$ cat src/rtl/core/rgbfx_pkg.sv
// Shared constants for the RGB LED effect generator.
package rgbfx_pkg;

    localparam int DUTY_MAX_DEF = 1023;
    localparam int DUTY_OUT_W   = 10;

    localparam int CFG_ADDR_W = 3;
    localparam int CFG_DATA_W = 8;

    localparam logic [CFG_ADDR_W-1:0] CFG_POWER  = 3'd0;
    localparam logic [CFG_ADDR_W-1:0] CFG_MODE   = 3'd1;
    localparam logic [CFG_ADDR_W-1:0] CFG_SPEED  = 3'd2;
    localparam logic [CFG_ADDR_W-1:0] CFG_BRIGHT = 3'd3;
    localparam logic [CFG_ADDR_W-1:0] CFG_RED    = 3'd4;
    localparam logic [CFG_ADDR_W-1:0] CFG_GREEN  = 3'd5;
    localparam logic [CFG_ADDR_W-1:0] CFG_BLUE   = 3'd6;

    localparam logic [1:0] MODE_OFF    = 2'd0;
    localparam logic [1:0] MODE_STATIC = 2'd1;
    localparam logic [1:0] MODE_FADE   = 2'd2;
    localparam logic [1:0] MODE_CC     = 2'd3;

    localparam int FADE_MIN   = 5;
    localparam int FADE_STEP  = 10;
    localparam int FADE_BASE  = 50;
    localparam int CC_MIN     = 30;

    // Shared multiplier sizing, covering DUTY_MAX up to 65535.
    localparam int MUL_A_W   = 24;
    localparam int MUL_B_W   = 26;
    localparam int MUL_P_W   = MUL_A_W + MUL_B_W;
    localparam int DIV_SHIFT = 32;
    localparam int Q_W       = MUL_P_W - DIV_SHIFT;

    // Reciprocals ceil(2^32 / d), exact for dividends below 2^24.
    localparam logic [MUL_B_W-1:0] RECIP_100 = 26'd42949673;
    localparam logic [MUL_B_W-1:0] RECIP_255 = 26'd16843010;

endpackage

$ cat src/rtl/core/rgb_led_effect_generator.sv
// RGB LED effect generator: top level with sequencer around one shared multiplier.
// Beats are taken in idle only. Off, or fade without a step, goes straight to done;
// static colour forms the brightness in two multiplier passes, then scales each
// colour in two passes and a save; a fade step does only the colour scaling.
// A new beat is taken while the previous result waits in the output register.
// Synchronous active-low reset clears control, fade state and held duties, not r_out.
module rgb_led_effect_generator
    import rgbfx_pkg::*;
#(
    parameter int DUTY_MAX = DUTY_MAX_DEF
) (
    input  logic                  i_clk,
    input  logic                  i_rst_n,
    input  logic                  i_cfg_we,
    input  logic [CFG_ADDR_W-1:0] i_cfg_addr,
    input  logic [CFG_DATA_W-1:0] i_cfg_data,
    input  logic                  i_valid,
    output logic                  o_ready,
    input  logic [31:0]           i_now_ms,
    output logic                  o_valid,
    input  logic                  i_ready,
    output logic [DUTY_OUT_W-1:0] o_red_duty,
    output logic [DUTY_OUT_W-1:0] o_green_duty,
    output logic [DUTY_OUT_W-1:0] o_blue_duty
);

    localparam int DW = $clog2(DUTY_MAX + 1);

    localparam logic [2:0] ST_IDLE    = 3'd0;
    localparam logic [2:0] ST_START   = 3'd1;
    localparam logic [2:0] ST_TOP_DIV = 3'd2;
    localparam logic [2:0] ST_TOP_FIX = 3'd3;
    localparam logic [2:0] ST_CH_MUL  = 3'd4;
    localparam logic [2:0] ST_CH_DIV  = 3'd5;
    localparam logic [2:0] ST_CH_SAVE = 3'd6;
    localparam logic [2:0] ST_DONE    = 3'd7;

    logic [2:0]            r_state, n_state;
    logic                  r_power;
    logic [1:0]            r_mode;
    logic [6:0]            r_speed;
    logic [6:0]            r_bright;
    logic [7:0]            r_red, r_green, r_blue;
    logic [31:0]           r_now;
    logic [DW-1:0]         r_level, n_level;
    logic                  r_falling, n_falling;
    logic [31:0]           r_last, n_last;
    logic [DW-1:0]         r_held [3];
    logic [DW-1:0]         n_held [3];
    logic [DW-1:0]         r_top, n_top;
    logic [1:0]            r_ch, n_ch;
    logic                  r_o_valid, n_o_valid;
    logic [DUTY_OUT_W-1:0] r_out [3];
    logic                  w_load_out;

    logic [MUL_A_W-1:0]    w_a;
    logic [MUL_B_W-1:0]    w_b;
    logic [MUL_P_W-1:0]    w_p;
    logic [Q_W-1:0]        w_q;
    logic [Q_W:0]          w_cc;
    logic [5:0]            w_interval;
    logic [31:0]           w_diff;
    logic                  w_fade_go;
    logic [DW:0]           w_lvl_up;
    logic [7:0]            w_color;

    rgbfx_mul u_mul (
        .i_clk (i_clk),
        .i_a   (w_a),
        .i_b   (w_b),
        .o_p   (w_p)
    );

    assign w_q        = w_p[MUL_P_W-1:DIV_SHIFT];
    assign w_cc       = {1'b0, w_q} + (Q_W+1)'(CC_MIN);
    assign w_interval = (r_speed[6:1] >= 6'(FADE_BASE)) ? 6'd0 : 6'(FADE_BASE) - r_speed[6:1];
    assign w_diff     = r_now - r_last;
    assign w_fade_go  = w_diff >= {26'd0, w_interval};
    assign w_lvl_up   = {1'b0, r_level} + (DW+1)'(FADE_STEP);

    always_comb begin
        case (r_ch)
            2'd0:    w_color = r_red;
            2'd1:    w_color = r_green;
            default: w_color = r_blue;
        endcase
    end

    always_comb begin
        w_a = '0;
        w_b = '0;
        case (r_state)
            ST_START: begin
                if (r_mode == MODE_STATIC) begin
                    w_a = MUL_A_W'(r_bright);
                    w_b = MUL_B_W'(DUTY_MAX);
                end else begin
                    w_a = MUL_A_W'(r_speed);
                    w_b = MUL_B_W'(DUTY_MAX - CC_MIN);
                end
            end
            ST_TOP_DIV: begin
                w_a = w_p[MUL_A_W-1:0];
                w_b = RECIP_100;
            end
            ST_CH_MUL: begin
                w_a = MUL_A_W'(w_color);
                w_b = MUL_B_W'(r_top);
            end
            ST_CH_DIV: begin
                w_a = w_p[MUL_A_W-1:0];
                w_b = RECIP_255;
            end
            default: begin
                w_a = '0;
                w_b = '0;
            end
        endcase
    end

    assign w_load_out = (r_state == ST_DONE) && (!r_o_valid || i_ready);

    always_comb begin
        n_state   = r_state;
        n_level   = r_level;
        n_falling = r_falling;
        n_last    = r_last;
        n_top     = r_top;
        n_ch      = r_ch;
        n_held    = r_held;
        n_o_valid = r_o_valid;
        if (r_o_valid && i_ready) begin
            n_o_valid = 1'b0;
        end
        case (r_state)
            ST_IDLE: begin
                if (i_valid) begin
                    n_state = ST_START;
                end
            end
            ST_START: begin
                if (!r_power || r_mode == MODE_OFF) begin
                    n_held[0] = '0;
                    n_held[1] = '0;
                    n_held[2] = '0;
                    n_state   = ST_DONE;
                end else if (r_mode == MODE_FADE) begin
                    if (w_fade_go) begin
                        if (!r_falling) begin
                            if (w_lvl_up >= (DW+1)'(DUTY_MAX)) begin
                                n_level   = DW'(DUTY_MAX);
                                n_falling = 1'b1;
                            end else begin
                                n_level = w_lvl_up[DW-1:0];
                            end
                        end else begin
                            if (r_level <= DW'(FADE_MIN + FADE_STEP)) begin
                                n_level   = DW'(FADE_MIN);
                                n_falling = 1'b0;
                            end else begin
                                n_level = r_level - DW'(FADE_STEP);
                            end
                        end
                        n_top   = n_level;
                        n_last  = r_now;
                        n_ch    = 2'd0;
                        n_state = ST_CH_MUL;
                    end else begin
                        n_state = ST_DONE;
                    end
                end else begin
                    n_state = ST_TOP_DIV;
                end
            end
            ST_TOP_DIV: begin
                n_state = ST_TOP_FIX;
            end
            ST_TOP_FIX: begin
                if (r_mode == MODE_STATIC) begin
                    n_top   = (w_q > Q_W'(DUTY_MAX)) ? DW'(DUTY_MAX) : w_q[DW-1:0];
                    n_ch    = 2'd0;
                    n_state = ST_CH_MUL;
                end else begin
                    n_held[0] = (w_cc > (Q_W+1)'(DUTY_MAX)) ? DW'(DUTY_MAX) : w_cc[DW-1:0];
                    n_held[1] = n_held[0];
                    n_held[2] = n_held[0];
                    n_state   = ST_DONE;
                end
            end
            ST_CH_MUL: begin
                n_state = ST_CH_DIV;
            end
            ST_CH_DIV: begin
                n_state = ST_CH_SAVE;
            end
            ST_CH_SAVE: begin
                n_held[r_ch] = w_q[DW-1:0];
                if (r_ch == 2'd2) begin
                    n_state = ST_DONE;
                end else begin
                    n_ch    = r_ch + 2'd1;
                    n_state = ST_CH_MUL;
                end
            end
            ST_DONE: begin
                if (w_load_out) begin
                    n_o_valid = 1'b1;
                    n_state   = ST_IDLE;
                end
            end
            default: begin
                n_state = ST_IDLE;
            end
        endcase
    end

    always_ff @(posedge i_clk) begin
        if (!i_rst_n) begin
            r_state   <= ST_IDLE;
            r_power   <= 1'b0;
            r_mode    <= MODE_OFF;
            r_speed   <= '0;
            r_bright  <= '0;
            r_red     <= '0;
            r_green   <= '0;
            r_blue    <= '0;
            r_level   <= '0;
            r_falling <= 1'b0;
            r_last    <= '0;
            r_held[0] <= '0;
            r_held[1] <= '0;
            r_held[2] <= '0;
            r_ch      <= '0;
            r_o_valid <= 1'b0;
        end else begin
            r_state   <= n_state;
            r_level   <= n_level;
            r_falling <= n_falling;
            r_last    <= n_last;
            r_held    <= n_held;
            r_ch      <= n_ch;
            r_o_valid <= n_o_valid;
            if (i_cfg_we) begin
                case (i_cfg_addr)
                    CFG_POWER:  r_power  <= i_cfg_data[0];
                    CFG_MODE:   r_mode   <= i_cfg_data[1:0];
                    CFG_SPEED:  r_speed  <= i_cfg_data[6:0];
                    CFG_BRIGHT: r_bright <= i_cfg_data[6:0];
                    CFG_RED:    r_red    <= i_cfg_data;
                    CFG_GREEN:  r_green  <= i_cfg_data;
                    CFG_BLUE:   r_blue   <= i_cfg_data;
                    default:    ;
                endcase
            end
        end
    end

    always_ff @(posedge i_clk) begin
        r_top <= n_top;
        if (r_state == ST_IDLE && i_valid) begin
            r_now <= i_now_ms;
        end
        if (w_load_out) begin
            r_out[0] <= DUTY_OUT_W'(n_held[0]);
            r_out[1] <= DUTY_OUT_W'(n_held[1]);
            r_out[2] <= DUTY_OUT_W'(n_held[2]);
        end
    end

    assign o_ready      = (r_state == ST_IDLE);
    assign o_valid      = r_o_valid;
    assign o_red_duty   = r_out[0];
    assign o_green_duty = r_out[1];
    assign o_blue_duty  = r_out[2];

endmodule

$ cat src/rtl/core/rgbfx_mul.sv
// Shared multiplier with registered product.
module rgbfx_mul
    import rgbfx_pkg::*;
(
    input  logic               i_clk,
    input  logic [MUL_A_W-1:0] i_a,
    input  logic [MUL_B_W-1:0] i_b,
    output logic [MUL_P_W-1:0] o_p
);

    logic [MUL_P_W-1:0] r_p;

    always_ff @(posedge i_clk) begin
        r_p <= MUL_P_W'(i_a) * MUL_P_W'(i_b);
    end

    assign o_p = r_p;

endmodule

$ cat config.mk
export PLATFORM = sky130hd
export DESIGN_NAME = rgb_led_effect_generator
export DESIGN_NICKNAME = d
export VERILOG_FILES = /design/src/rtl/core/rgbfx_pkg.sv /design/src/rtl/core/rgb_led_effect_generator.sv /design/src/rtl/core/rgbfx_mul.sv
export SDC_FILE = /design/constraint.sdc
export NUM_CORES = 1
export LEC_CHECK = 0
export ABC_AREA = 1
export BUFFER_PORTS_ARGS = -buffer_cell sky130_fd_sc_hd__buf_4
export CAP_MARGIN = 15
export CORE_MARGIN = 2
export CORE_UTILIZATION = 45
export CTS_CLUSTER_DIAMETER = 30
export DETAILED_ROUTE_END_ITERATION = 6
export GPL_ROUTABILITY_DRIVEN = 0
export GPL_TIMING_DRIVEN = 0
export HOLD_SLACK_MARGIN = 0.1
export PLACE_DENSITY = 0.62
export SLEW_MARGIN = 40
export SYNTH_ARGS = -nofsm -noshare
export SYNTH_HDL_FRONTEND = slang
export SYNTH_HIERARCHICAL = 1
export SYNTH_SLANG_ARGS = --single-unit
$ cat constraint.sdc
create_clock -name i_clk -period 23.7 [get_ports i_clk]
set_input_delay 5.925 -clock i_clk [delete_from_list [all_inputs] [get_ports i_clk]]
set_output_delay 5.925 -clock i_clk [all_outputs]
set_load 0.02 [all_outputs]
=== Word level (Yosys, flattened, before mapping) ===
Memory sizes are Yosys's and may differ from the RTL's.
Cells that the tools add are included.
W data, S select, Z words.

* Latch bits: 0
* Bits of input ports: 48
* RAM bits: 30
* Logic and storage cells: 131
* Output and inout bits: 32
* Bits in read-only memories: 0
* Memories: 1
* Register bits: 212

{| class="wikitable"
|+ Memories
! memory !! depth !! width !! read ports !! clocked after memory_dff !! wr ports !! line !! text
|-
| r_out || 3 || 10 || 3 || 0 || 3 || rgb_led_effect_generator.sv:53 || <nowiki>logic [DUTY_OUT_W-1:0] r_out [3];</nowiki>
|}

* Bitwise gates (word level): 2
* $add $sub $neg: 6
* Multiplexer cells: 44
* Eq/ne operators: 24
* Reduce and logical (&&, ||, !) cells: 26
* Shifts and indexed selects: 0
* $lt $le $gt $ge: 8
* Div/mod/pow operators: 0
* Multiply operators: 1

{| class="wikitable"
|+ Operators with widths
! cell !! count
|-
| $pmux W26 S4 || 1
|-
| $mux W10 || 10
|-
| $pmux W30 S3 || 1
|-
| $pmux W24 S3 || 1
|-
| $mux W30 || 2
|-
| $mul A24 B26 Y50 || 1
|-
| $ge A32 B6 Y1 || 1
|-
| $sub A32 B32 Y32 || 1
|-
| $bwmux W30 || 1
|-
| $pmux W3 S8 || 1
|-
| $eq A3 B3 Y1 const B || 7
|-
| $demux W10 S2 || 1
|-
| $pmux W10 S2 || 1
|-
| $add A18 B5 Y19 const B || 1
|-
| $gt A19 B10 Y1 const B || 1
|-
| $gt A18 B10 Y1 const B || 1
|-
| $mux W2 || 8
|-
| $pmux W8 S2 || 1
|-
| $reduce_and A2 Y1 || 8
|-
| $ne A2 B2 Y1 const B || 7
|-
| $eq A3 B2 Y1 const B || 4
|-
| $mux W3 || 4
|-
| $add A10 B4 Y11 const B || 1
|-
| $ge A11 B10 Y1 const B || 1
|-
| 28 further kinds || 45
|}

=== Longest topological paths before layout ===
* Depth after elaboration: 8
* Mapped depth: 39
* Gate-level depth less buffers: 36

=== Modules after synthesis ===
Netlist, hierarchy kept.

{| class="wikitable"
|+ Modules (own cells, without submodules)
! module !! cells an instance !! seq. area each (µm²) !! times used !! area each (µm²)
|-
| rgbfx_mul || 3183 || 1001.0 || 1 || 23389.9
|-
| rgb_led_effect_generator || 1868 || 4564.4 || 1 || 12250.5
|}

=== Least setup slack after synthesis ===
No wires, ideal clock.

* Path kind: register -> register
* Start point: reg r_state[1]
* End point: reg u_mul.r_p[40] (netlist: u_mul/o_p[40])
* Clock period less this slack: 8.647 ns
* Arrival: 8.535 ns
* Stages on the path, launching flop included: 36
* Setup slack: 15.053 ns
* Data required time: 23.588 ns
* Setup time: 0.112 ns
* Buffers on the path: 2
* Path through: dfxtp_1 inv_1 nor2_1 inv_1 nor2_1 nor2_1 clkinv_1 nand2_1 nand3_1 clkbuf_1 clkbuf_1 nand2_1 fa_1 inv_1 fa_1 inv_1 fa_1 inv_1 fa_1 inv_1 fa_1 inv_1 fa_1 inv_1 fa_1 inv_1 ha_1 nand2_1 nor2_2 nand2_1 nor2_1 nand2_1 nand3_2 nand2_2 nand3_1 nand2_1

* Elaborated cells between the ends (all ways): 8
* Classes of those cells: mul (1); eq/ne (4); mux (2); reduce/logical (1)

{| class="wikitable"
|+ RTL lines
! what !! line !! text
|-
| from (decl) || rgb_led_effect_generator.sv:38 || <nowiki>logic [2:0] r_state, n_state;</nowiki>
|-
| from (signal assigned) || rgb_led_effect_generator.sv:236 || <nowiki>r_state <= n_state;</nowiki>
|-
| $eq A3 B3 Y1, or another cell as far along || rgb_led_effect_generator.sv:92 || <nowiki>case (r_state)</nowiki>
|-
| $pmux W26 S4 (*) || rgb_led_effect_generator.sv:92 ||
|-
| via w_b[10] || rgb_led_effect_generator.sv:57 || <nowiki>logic [MUL_B_W-1:0] w_b;</nowiki>
|-
| $mul A24 B26 Y50 (*) || rgbfx_mul.sv:14 || <nowiki>r_p <= MUL_P_W'(i_a) * MUL_P_W'(i_b);</nowiki>
|-
| to (signal assigned) || rgbfx_mul.sv:14 ||
|-
| to (decl) || rgbfx_mul.sv:11 || <nowiki>logic [MUL_P_W-1:0] r_p;</nowiki>
|}

The timed path passes the listed nets; every way through them passes the cells marked *.
A chain may end at the register's enable or synchronous reset.

=== Worst setup path in the final report ===
* Start point: reg r_state[2]
* End point: reg u_mul.r_p[39] (netlist: u_mul/o_p[39])

The elaborated chain is that of the path after synthesis.

==> results_dict.tcl <==
set metrics [dict create \
    status "finished clean" \
    syn_to_final_growth_pct 10.6 \
    post-route-min-period_ns 9.38 \
    vias 30600 \
    holdPathStages 2 \
    coreArea_um2 77600 \
    endpoint_kind "flop" \
    cpPeakStageDelay_ns 0.69 \
    post-cts-setup-buffer-count 0 \
    drtAntennaViolNets 0 \
    grt_max_degree 21 \
    grt_pass1_wl_mm 176 \
    antenna_cells 0 \
    portBuffers 79 \
    setup_viol 0 \
    arrival_ns 9.83 \
    drt_iter0_drc 2503 \
    hold_buffers 0 \
    cts_tree "done" \
    placed_area_um2 37600 \
    irDropWorstVdd_v 0.0000688 \
    grt_setup_unrepaired "no" \
    cp-start-kind "flop" \
    syn-mean-instance-area_um2 7.04 \
    cpMaxStageDelayCell "clkbuf_1" \
    wl_mm 111 \
    path_clk_slew_ns 0.05 \
    viasPerCell 4.88 \
    fin_tns_setup_ns 0 \
    cts_max_level 2 \
    drc 0 \
    die_w_um 284 \
    clock-sinks 234 \
    slew_violations 0 \
    syn_inst 5025 \
    crit_type "reg -> reg" \
    grt_pass1_vias 31100 \
    die_h_um 284 \
    synth_warnings 6 \
    hold_violations 0 \
    dr.pass1.iters 6 \
    cp_max_fo 15 \
    fin_area_um2 39100 \
    clock_latency_ns 0.58 \
    cts_root_buffer "clkbuf_16" \
    cts.repair.resized 0 \
    clk_path_buf_depth 3 \
    p_per_area_nw_per_um2 64.6 \
    hpwl_mm 89.9 \
    tightest_slew_ns 1.03 \
    die_area_um2 80900 \
    totalPowerFinal_mw 2.53 \
    finalClockSkew_ns 0.0220 \
    drive_gt1_share_pct 6.40 \
    fmax_ghz 0.107 \
    avgRoutedWirePerCell_um 17.7 \
    grt_overflow_total 0 \
    leakagePower_nw 23.1 \
    ios 80 \
    cts-buffers-inserted 48 \
    reg2reg_depth 38 \
    crit_path_frequent_cell "nand2_1" \
    antenna_found_initial 0 \
    fin_crit_sh_pct 39.6 \
    min-delay-path-class "reg -> reg" \
    drv_cap 0 \
    final_nets 5992 \
    start_util_pct 45.6 \
    cp.required_ns 24.16 \
    slew_headroom_pct 31.5 \
    synth_area_um2 35400 \
    grt_util_all_layers_pct 28.1 \
    placementRows 102 \
]
[final timing paths]
path / start / end / slack, ns
min reg2reg: r_bright[4] / r_bright[4] / 0.46
min: r_bright[4] / r_bright[4] / 0.46
max: r_state[2] / u_mul/o_p[39] / 14.32
max reg2reg: r_state[2] / u_mul/o_p[39] / 14.32
[per-layer routing]
layer / vias up / track usage (%) / part of all wire, %
li1: 14800 / - / -
met2: 1182 / 44.7 / 44
met4: 0 / 11.0 / 4.3
met3: 229 / 5.59 / 9.4
met5: - / 0 / 0
met1: 14400 / 37.7 / 42
[flip-flops by register name, summed over array words and instances, names as in the netlist, 7 cells and up]
signal     flops
u_mul/o_p     42
r_last        32
r_now         32
r_held        30
r_out         30
r_level       10
r_top         10
r_blue         8
r_green        8
r_red          8
r_bright       7
r_speed        7
[cells in the final DEF, fill, tap and decap left out, types with 4 or more instances in the layout]
| master | n |
|---|---|
| inv_6 | 5 |
| nor2_4 | 7 |
| nand3_1 | 113 |
| clkinv_2 | 4 |
| nand2_1 | 1511 |
| nor2_2 | 33 |
| clkinvlp_4 | 12 |
| conb_1 | 30 |
| o21ai_0 | 100 |
| nand3b_1 | 9 |
| or2_2 | 32 |
| nor3_1 | 18 |
| a21oi_1 | 84 |
| dfxtp_1 | 162 |
| inv_2 | 16 |
| a31oi_1 | 4 |
| nand4_1 | 37 |
| a22oi_1 | 8 |
| nand2_2 | 25 |
| clkinv_1 | 9 |
| inv_1 | 1410 |
| ha_1 | 223 |
| nor2_1 | 338 |
| xnor2_1 | 7 |
| buf_1 | 6 |
| fa_1 | 527 |
| edfxtp_1 | 72 |
| xor2_1 | 32 |
| o21bai_1 | 8 |
| buf_4 | 84 |
| clkinv_4 | 6 |
| nand3_2 | 9 |
| clkbuf_1 | 142 |
| a221oi_1 | 30 |
| nor3_2 | 4 |
| buf_2 | 9 |
| clkbuf_16 | 48 |
| clkbuf_2 | 20 |
[through the flow]
stage          setup slack (ns)  std cells  utilization (%)  hold WS, ns
2_1_floorplan             15.05       5054                -        0.430
3_3_place_gp               9.99       6173             48.2        0.448
5_1_grt                   13.89       6273             50.4        0.486
4_1_cts                   14.36       6272             50.4        0.461
6_report                  14.32       6273             50.4        0.457
3_5_place_dp              14.38       6183             48.4        0.453
[report_power, final]
group	switching, mW	internal (mW)
Sequential	0.0448	0.503
Combinational	0.965	0.391
Clock	0.232	0.390
[final cells by class]
type	count	area (µm²)
Sequential cell	234	5410
Fill cell	7893	38500
Inverter	1432	5380
Buffer	169	686
Multi-Input combinational cell	3219	24100
Timing Repair Buffer	90	723
Clock buffer	57	1240
Clock inverter	32	277
Tap cell	1040	1300
[worst max-delay path: cells and delay by family (launching register included)]
| family | cells | cell delay (ns) |
|---|---|---|
| buffers and inverters | 13 | 2.38 |
| adder cells (fa/ha/maj) | 8 | 4.05 |
| AND/OR/NAND/NOR | 17 | 2.35 |
| flip-flops | 1 | 0.47 |
(Power assumes the default switching activity.)
